### src/rtl/core/ble_adv_pkg.sv
package ble_adv_pkg;

   localparam logic       OpStart     = 1'b0;
   localparam logic       OpPayload   = 1'b1;

   localparam logic [23:0] CrcSeed    = 24'h555555;
   localparam logic [23:0] CrcPoly    = 24'h00065B;
   localparam logic [7:0]  WhitenTap  = 8'h11;
   localparam logic [7:0]  WhitenMark = 8'h02;
   localparam logic [7:0]  TxAddBit   = 8'h40;
   localparam logic [7:0]  RandomTop  = 8'hC0;
   localparam logic [7:0]  LengthBase = 8'h06;

   localparam logic [3:0]  StartBytes   = 4'd8;
   localparam logic [3:0]  PayloadBytes = 4'd1;
   localparam logic [1:0]  CrcLastIdx   = 2'd2;

   typedef struct packed {
      logic        op;
      logic [7:0]  pdu_header;
      logic [47:0] mac_address;
      logic [5:0]  payload_count;
      logic [5:0]  channel;
      logic [7:0]  payload_byte;
   } item_type;

   typedef struct packed {
      logic       emit;
      logic       last;
      logic [7:0] data;
   } beat_type;

   typedef struct packed {
      logic [7:0] state;
      logic [7:0] data;
   } whiten_type;

   function automatic logic [7:0] bitrev8(input logic [7:0] a);
      logic [7:0] v;
      for (int i = 0; i < 8; i++) begin
         v[7 - i] = a[i];
      end
      return v;
   endfunction

   // CRC-24, data LSB first
   function automatic logic [23:0] crc_byte(input logic [23:0] crc, input logic [7:0] d);
      logic [23:0] c;
      logic        top;
      c = crc;
      for (int i = 0; i < 8; i++) begin
         top = c[23];
         c = {c[22:0], 1'b0};
         if (top != d[i]) begin
            c = c ^ CrcPoly;
         end
      end
      return c;
   endfunction

   function automatic whiten_type whiten_byte(input logic [7:0] w, input logic [7:0] d);
      whiten_type r;
      logic [7:0] s;
      logic [7:0] x;
      s = w;
      x = d;
      for (int i = 0; i < 8; i++) begin
         if (s[7]) begin
            s = s ^ WhitenTap;
            x[i] = ~x[i];
         end
         s = {s[6:0], 1'b0};
      end
      r.state = s;
      r.data = x;
      return r;
   endfunction

endpackage

### src/rtl/core/ble_adv_framer.sv
module ble_adv_framer #(
   parameter int MAX_PAYLOAD = 21
) (
   input  logic                 clock,
   input  logic                 reset,
   input  logic                 req_valid,
   output logic                 req_ready,
   input  ble_adv_pkg::item_type req_item,
   input  logic                 out_free,
   output ble_adv_pkg::beat_type beat
);
   import ble_adv_pkg::*;

   localparam logic [5:0] MaxCount = 6'(MAX_PAYLOAD);

   logic        hold_valid_ff, hold_valid_in;
   item_type    item_ff, item_in;
   logic [3:0]  step_ff, step_in;
   logic [4:0]  left_ff, left_in;
   logic [23:0] crc_ff, crc_in;
   logic [7:0]  white_ff, white_in;

   logic        is_start, first, is_crc, closing, drop, fire, done, load, emit;
   logic [5:0]  cnt_sat;
   logic [7:0]  hdr, data_raw, crc_sel, raw, white_base;
   logic [3:0]  data_n;
   logic [1:0]  crc_idx;
   logic [23:0] crc_base;
   whiten_type  wr;

   always_comb begin
      is_start = item_ff.op == OpStart;
      first = is_start && (step_ff == 4'd0);
      cnt_sat = (item_ff.payload_count > MaxCount) ? MaxCount : item_ff.payload_count;
      hdr = item_ff.pdu_header;
      if (((item_ff.mac_address[47:40] & RandomTop) == RandomTop) || !item_ff.mac_address[0]) begin
         hdr = hdr | TxAddBit;
      end
      data_n = is_start ? StartBytes : PayloadBytes;
      is_crc = step_ff >= data_n;
      crc_idx = 2'(step_ff - data_n);
      closing = is_start ? (cnt_sat == 6'd0) : ((step_ff == 4'd0) ? (left_ff == 5'd1) : 1'b1);
      drop = !is_start && (step_ff == 4'd0) && (left_ff == 5'd0);
      fire = hold_valid_ff && (drop || out_free);
      done = drop || (is_crc ? (crc_idx == CrcLastIdx)
                             : ((step_ff == data_n - 4'd1) && !closing));
      emit = fire && !drop;

      if (is_start) begin
         case (step_ff)
            4'd0:    data_raw = hdr;
            4'd1:    data_raw = LengthBase + {2'b00, cnt_sat};
            4'd2:    data_raw = item_ff.mac_address[7:0];
            4'd3:    data_raw = item_ff.mac_address[15:8];
            4'd4:    data_raw = item_ff.mac_address[23:16];
            4'd5:    data_raw = item_ff.mac_address[31:24];
            4'd6:    data_raw = item_ff.mac_address[39:32];
            4'd7:    data_raw = item_ff.mac_address[47:40];
            default: data_raw = 8'h00;
         endcase
      end else begin
         data_raw = item_ff.payload_byte;
      end

      case (crc_idx)
         2'd0:    crc_sel = bitrev8(crc_ff[23:16]);
         2'd1:    crc_sel = bitrev8(crc_ff[15:8]);
         default: crc_sel = bitrev8(crc_ff[7:0]);
      endcase

      raw = is_crc ? crc_sel : data_raw;
      crc_base = first ? CrcSeed : crc_ff;
      white_base = first ? (bitrev8({2'b00, item_ff.channel}) | WhitenMark) : white_ff;
      wr = whiten_byte(white_base, raw);

      beat.emit = emit;
      beat.last = is_crc && (crc_idx == CrcLastIdx);
      beat.data = bitrev8(wr.data);

      req_ready = !hold_valid_ff || (fire && done);
      load = req_valid && req_ready;

      hold_valid_in = load ? 1'b1 : ((fire && done) ? 1'b0 : hold_valid_ff);
      item_in = load ? req_item : item_ff;
      step_in = load ? 4'd0 : (fire ? step_ff + 4'd1 : step_ff);

      left_in = left_ff;
      if (emit && (step_ff == 4'd0)) begin
         left_in = is_start ? cnt_sat[4:0] : left_ff - 5'd1;
      end
      crc_in = (emit && !is_crc) ? crc_byte(crc_base, raw) : crc_ff;
      white_in = emit ? wr.state : white_ff;
   end

   always_ff @(posedge clock) begin
      if (reset) begin
         hold_valid_ff <= 1'b0;
         step_ff <= 4'd0;
         left_ff <= 5'd0;
         crc_ff <= CrcSeed;
         white_ff <= 8'h00;
      end else begin
         hold_valid_ff <= hold_valid_in;
         step_ff <= step_in;
         left_ff <= left_in;
         crc_ff <= crc_in;
         white_ff <= white_in;
      end
   end

   always_ff @(posedge clock) begin
      item_ff <= item_in;
   end

`ifndef SYNTHESIS
   a_step_range: assert property (@(posedge clock) disable iff (reset)
      hold_valid_ff |-> (step_ff <= 4'd10))
      else $error("framer step out of range");

   a_close_clears: assert property (@(posedge clock) disable iff (reset)
      (beat.emit && beat.last) |=> (left_ff == 5'd0))
      else $error("payload count left after closing beat");

   a_no_idle_emit: assert property (@(posedge clock) disable iff (reset)
      !hold_valid_ff |-> !beat.emit)
      else $error("beat emitted with no item held");

   a_drop_silent: assert property (@(posedge clock) disable iff (reset)
      (hold_valid_ff && drop) |-> (!beat.emit && req_ready))
      else $error("dropped payload item produced a beat");
`endif

endmodule

### src/rtl/core/ble_adv_out_stage.sv
module ble_adv_out_stage (
   input  logic                 clock,
   input  logic                 reset,
   input  ble_adv_pkg::beat_type beat,
   output logic                 out_free,
   output logic                 rsp_tvalid,
   input  logic                 rsp_tready,
   output logic [7:0]           rsp_tdata,
   output logic                 rsp_tlast
);
   import ble_adv_pkg::*;

   logic       valid_ff, valid_in;
   logic [7:0] data_ff, data_in;
   logic       last_ff, last_in;

   always_comb begin
      out_free = !valid_ff || rsp_tready;
      valid_in = beat.emit ? 1'b1 : (rsp_tready ? 1'b0 : valid_ff);
      data_in = beat.emit ? beat.data : data_ff;
      last_in = beat.emit ? beat.last : last_ff;
   end

   always_ff @(posedge clock) begin
      if (reset) begin
         valid_ff <= 1'b0;
      end else begin
         valid_ff <= valid_in;
      end
   end

   always_ff @(posedge clock) begin
      data_ff <= data_in;
      last_ff <= last_in;
   end

   assign rsp_tvalid = valid_ff;
   assign rsp_tdata = data_ff;
   assign rsp_tlast = last_ff;

endmodule

### src/rtl/core/ble_adv_packet_encoder.sv
// BLE advertising packet framer. A start beat (req_tuser = 0) emits the header
// (TxAdd set for a random-looking address), the length byte and the six address
// bytes; each payload beat (req_tuser = 1) emits one byte. After the last payload
// byte the three CRC-24 bytes follow, the final one flagged by rsp_tlast. All
// bytes are whitened from the channel seed and bit-reversed for an MSB-first radio.
// Payload counts saturate to MAX_PAYLOAD; payload beats with no open packet are
// dropped. Rate: one output byte per cycle from a single held item, barring
// rsp_tready stalls; a dropped beat emits no byte, and a new item is accepted as
// soon as the held one is done.
module ble_adv_packet_encoder #(
   parameter int MAX_PAYLOAD = 21
) (
   input  logic        clock,
   input  logic        reset,
   input  logic        req_tvalid,
   output logic        req_tready,
   // pdu_header[7:0], mac_address[55:8], payload_count[61:56], channel[67:62],
   // payload_byte[75:68], zero[79:76]
   input  logic [79:0] req_tdata,
   // op[0]
   input  logic        req_tuser,
   output logic        rsp_tvalid,
   input  logic        rsp_tready,
   // output_byte[7:0]
   output logic [7:0]  rsp_tdata,
   output logic        rsp_tlast
);
   import ble_adv_pkg::*;

   item_type req_item;
   beat_type beat;
   logic     out_free;

   always_comb begin
      req_item.op = req_tuser;
      req_item.pdu_header = req_tdata[7:0];
      req_item.mac_address = req_tdata[55:8];
      req_item.payload_count = req_tdata[61:56];
      req_item.channel = req_tdata[67:62];
      req_item.payload_byte = req_tdata[75:68];
   end

   ble_adv_framer #(
      .MAX_PAYLOAD(MAX_PAYLOAD)
   ) u_framer (
      .clock(clock),
      .reset(reset),
      .req_valid(req_tvalid),
      .req_ready(req_tready),
      .req_item(req_item),
      .out_free(out_free),
      .beat(beat)
   );

   ble_adv_out_stage u_out (
      .clock(clock),
      .reset(reset),
      .beat(beat),
      .out_free(out_free),
      .rsp_tvalid(rsp_tvalid),
      .rsp_tready(rsp_tready),
      .rsp_tdata(rsp_tdata),
      .rsp_tlast(rsp_tlast)
   );

endmodule

### config.mk
export PLATFORM = sky130hd
export DESIGN_NAME = ble_adv_packet_encoder
export DESIGN_NICKNAME = d
export VERILOG_FILES = /design/src/rtl/core/ble_adv_pkg.sv /design/src/rtl/core/ble_adv_framer.sv /design/src/rtl/core/ble_adv_out_stage.sv /design/src/rtl/core/ble_adv_packet_encoder.sv
export SDC_FILE = /design/constraint.sdc
export NUM_CORES = 1
export LEC_CHECK = 0
export BUFFER_PORTS_ARGS = -buffer_cell sky130_fd_sc_hd__buf_4
export CAP_MARGIN = 10
export CORE_MARGIN = 1.5
export CORE_UTILIZATION = 40
export CTS_CLUSTER_DIAMETER = 60
export CTS_CLUSTER_SIZE = 20
export DETAILED_ROUTE_END_ITERATION = 12
export GPL_TIMING_DRIVEN = 1
export PLACE_DENSITY_LB_ADDON = 0.12
export SYNTH_ARGS = -nofsm -noshare
export SYNTH_HDL_FRONTEND = slang
export SYNTH_SLANG_ARGS = --single-unit
### constraint.sdc
create_clock -name clock -period 4.78 [get_ports clock]
set_input_delay 0.478 -clock clock [delete_from_list [all_inputs] [get_ports clock]]
set_output_delay 0.478 -clock clock [all_outputs]
set_load 0.01 [all_outputs]
==> reports/metrics.csv <==
metric,value,unit
status,completed,
layout.nets,720,
worstMarginPinSlew,1.01,ns
maxSlewViolCount,0,
drc_errors,0,
crit_chain,"inv_1, ha_1, nor2b_1, buf_4, o31a_1, or2_1, a2111oi_0, a21oi_1, o21bai_1, and2_4",
setup_viol,0,
gp_congestion,0.828,
drive_above_1_share,22.6,%
antenna_found_initial,0,
cp_slowest_cell,and2_4,
antenna_left,0,
wl,14900,um
fp-row-count,45,
cp-start-kind,flip-flop,
ys_top_cells_by_area,"edfxtp_1 42%, dfxtp_1 14%, xnor2_1 3.4%",
p_leak,2.83,nW
antenna_cells,0,
dr.pass1.iters,5,
vias,4507,
fin_ws,0.738,ns
synth_common_cells,"86 x edfxtp_1, 49 x nor2_1, 42 x dfxtp_1, 41 x nand2_1, 24 x xnor2_1",
clock_path_buffers,2,
cts_hold_buf,0,
fp.dieW,127,um
drv_cap,0,
post_cts_buffers,0,
post-synth-top-count-cell,edfxtp_1,
ios,96,
max_clock_freq,247,MHz
synth_top_area_share,42.0,%
grt_usage,19.3,%
clk_latency,0.42,ns
crit_path_max_fanout,77,
yosys.area_share.simple,11.7,%
crit_type,reg -> reg,
cts_tree,done,
grt_overflow,0,
synthArstFlopShare,0,%
syn_nets,630,
yosysTopAreaCell,edfxtp_1,
period_minus_slack,4.04,ns
areaGrowthSynthToFinish,23.6,%
synth.area.mux_share,1.95,%
multi_input_area,2550,um2
synth-xor-area-share,9.68,%
numCtsBuffers,17,
area.sequential,3420,um2
wl_per_cell,18.0,um
synth_fa_ha_area_share,2.03,%
ys_seq_area_share,55.7,%
crit_path_max_incr_delay,0.82,ns
grt_pass1_wl,23500,um
synth_edf_count,86,
dp_hpwl,10200,um
critical_path_required,4.82,ns
die_y,127,um
pre_cts_ws,0.788,ns
port-buffer-count,91,
fin_skew,0.0164,ns
critPathCaptureType,flip-flop,
cp.arrival,4.08,ns
viasPerCell,5.46,
peakVddDrop,0.000273,V
ys.flop_type,edfxtp_1,
synthCells,535,
period_share,84.6,%
powerDensity,456,nW/um2
cts-resized-gates,0,
hp-class,in -> reg,
fill_cells,1317,
drt_iter0_drc,377,
die-area,16100,um2
grt_pass1_vias,4361,
htree_levels,4,
synth_warnings,0,
synth-compound-area-share,15.9,%
synth-seq-cells,128,
rsz0062_at_grt,false,
synth.distinct_cells,63,
clkSlewWorstSetupHoldPaths,0.06,ns
root_buffer,clkbuf_16,
core_area,15100,um2
fin_tns_setup,0,ns
grt_max_degree,78,
synth.avg_cell_area,11.5,um2
cts_sinks,128,
slew_headroom,32.7,%
synth_top_family_by_area,compound AO/OA/AOI/OAI gates,
syn_area,6150,um2
start_util,40.8,%
finalHoldViolations,0,
-- worst paths after layout --
kind / from / to / slack [ns] / cells past startpoint
hold / removal: req_tdata[56] / u_framer.item_ff[14] / 0.23 / 1
hold reg to reg: u_framer.crc_ff[19] / u_framer.crc_ff[19] / 0.48 / 2
setup / recovery: u_framer.step_ff[0] / u_framer.item_ff[11] / 0.74 / 10
setup reg to reg: u_framer.step_ff[0] / u_framer.item_ff[11] / 0.74 / 10
-- kinds of logic (layout without fill, tap and decap cells) --
kind of cell	count (synthesis)	after routing
AND/OR/NAND/NOR	154	154
AO/OA/AOI/OAI	133	133
flip-flops	128	128
XOR/XNOR	53	53
buffers and inverters	45	148
multiplexers	12	12
adder cells (fa/ha/maj)	10	10
-- critical path, delay by kind of cell (launching register included) --
family / cells / cell delay [ns]
adders and majority gates: 1 / 0.37
buffers and inverters: 2 / 0.30
AOI/OAI and AO/OA: 4 / 1.08
DFF: 1 / 0.42
and+or+nand+nor: 3 / 1.41
-- registers in the layout, summed over array words and instances, names as in the netlist --
name                    cells
u_framer.crc_ff            24
u_framer.left_ff            5
u_framer.white_ff           7
u_out.rsp_tlast             1
u_out.rsp_tvalid            1
u_framer.item_ff           77
u_framer.hold_valid_ff      1
u_out.rsp_tdata             8
u_framer.step_ff            4
-- layer usage --
metal  vias up  global-route usage [%]  share of wire, %
met2       142                    29.6                46
met3        22                    4.77               5.2
met4         0                    8.09               2.0
met5         -                       0                 0
li1       2192                       -                 -
met1      2151                    26.3                46
-- cell usage in the layout (no fill, tap or decap), drive strengths merged, types with 6 or more instances in the layout --
master,count
nor4,6
a21oi,22
a211oi,18
nand2,41
dfxtp,42
nor2,49
edfxtp,86
buf,101
xor2,20
nand3,18
clkbuf,23
xnor2,27
xnor3,6
ha,10
nor3,12
o21ai,17
a22oi,19
mux2i,12
inv,16
-- layout make-up --
type	instances	area share [%]
Sequential cell	128	45.0
Multi-Input combinational cell	362	33.6
Timing Repair Buffer	101	9.97
Clock buffer	23	6.15
Tap cell	188	3.09
Clock inverter	9	1.46
Inverter	15	0.740
-- stage by stage --
stage / utilization (%) / power, W / instance area, um2 / hold slack [ns] / instances
2_1_floorplan: - / 0.00198 / 6150 / 0.445 / 535
6_report: 50.4 / 0.00347 / 7600 / 0.227 / 826
3_5_place_dp: 46.6 / 0.00222 / 7030 / 0.471 / 794
5_1_grt: 50.4 / 0.00364 / 7600 / 0.207 / 826
4_1_cts: 50.4 / 0.00350 / 7600 / 0.215 / 826
3_3_place_gp: 46.6 / 0.00221 / 7030 / 0.455 / 794
-- power breakdown --
part	internal [W]	total (W)	switching, W
logic	0.000380	0.000820	0.000440
clock network	0.000796	0.00127	0.000476
registers	0.00132	0.00138	0.0000569
total	0.00250	0.00347	0.000972
No activity file was read; power rests on OpenSTA's default activity.
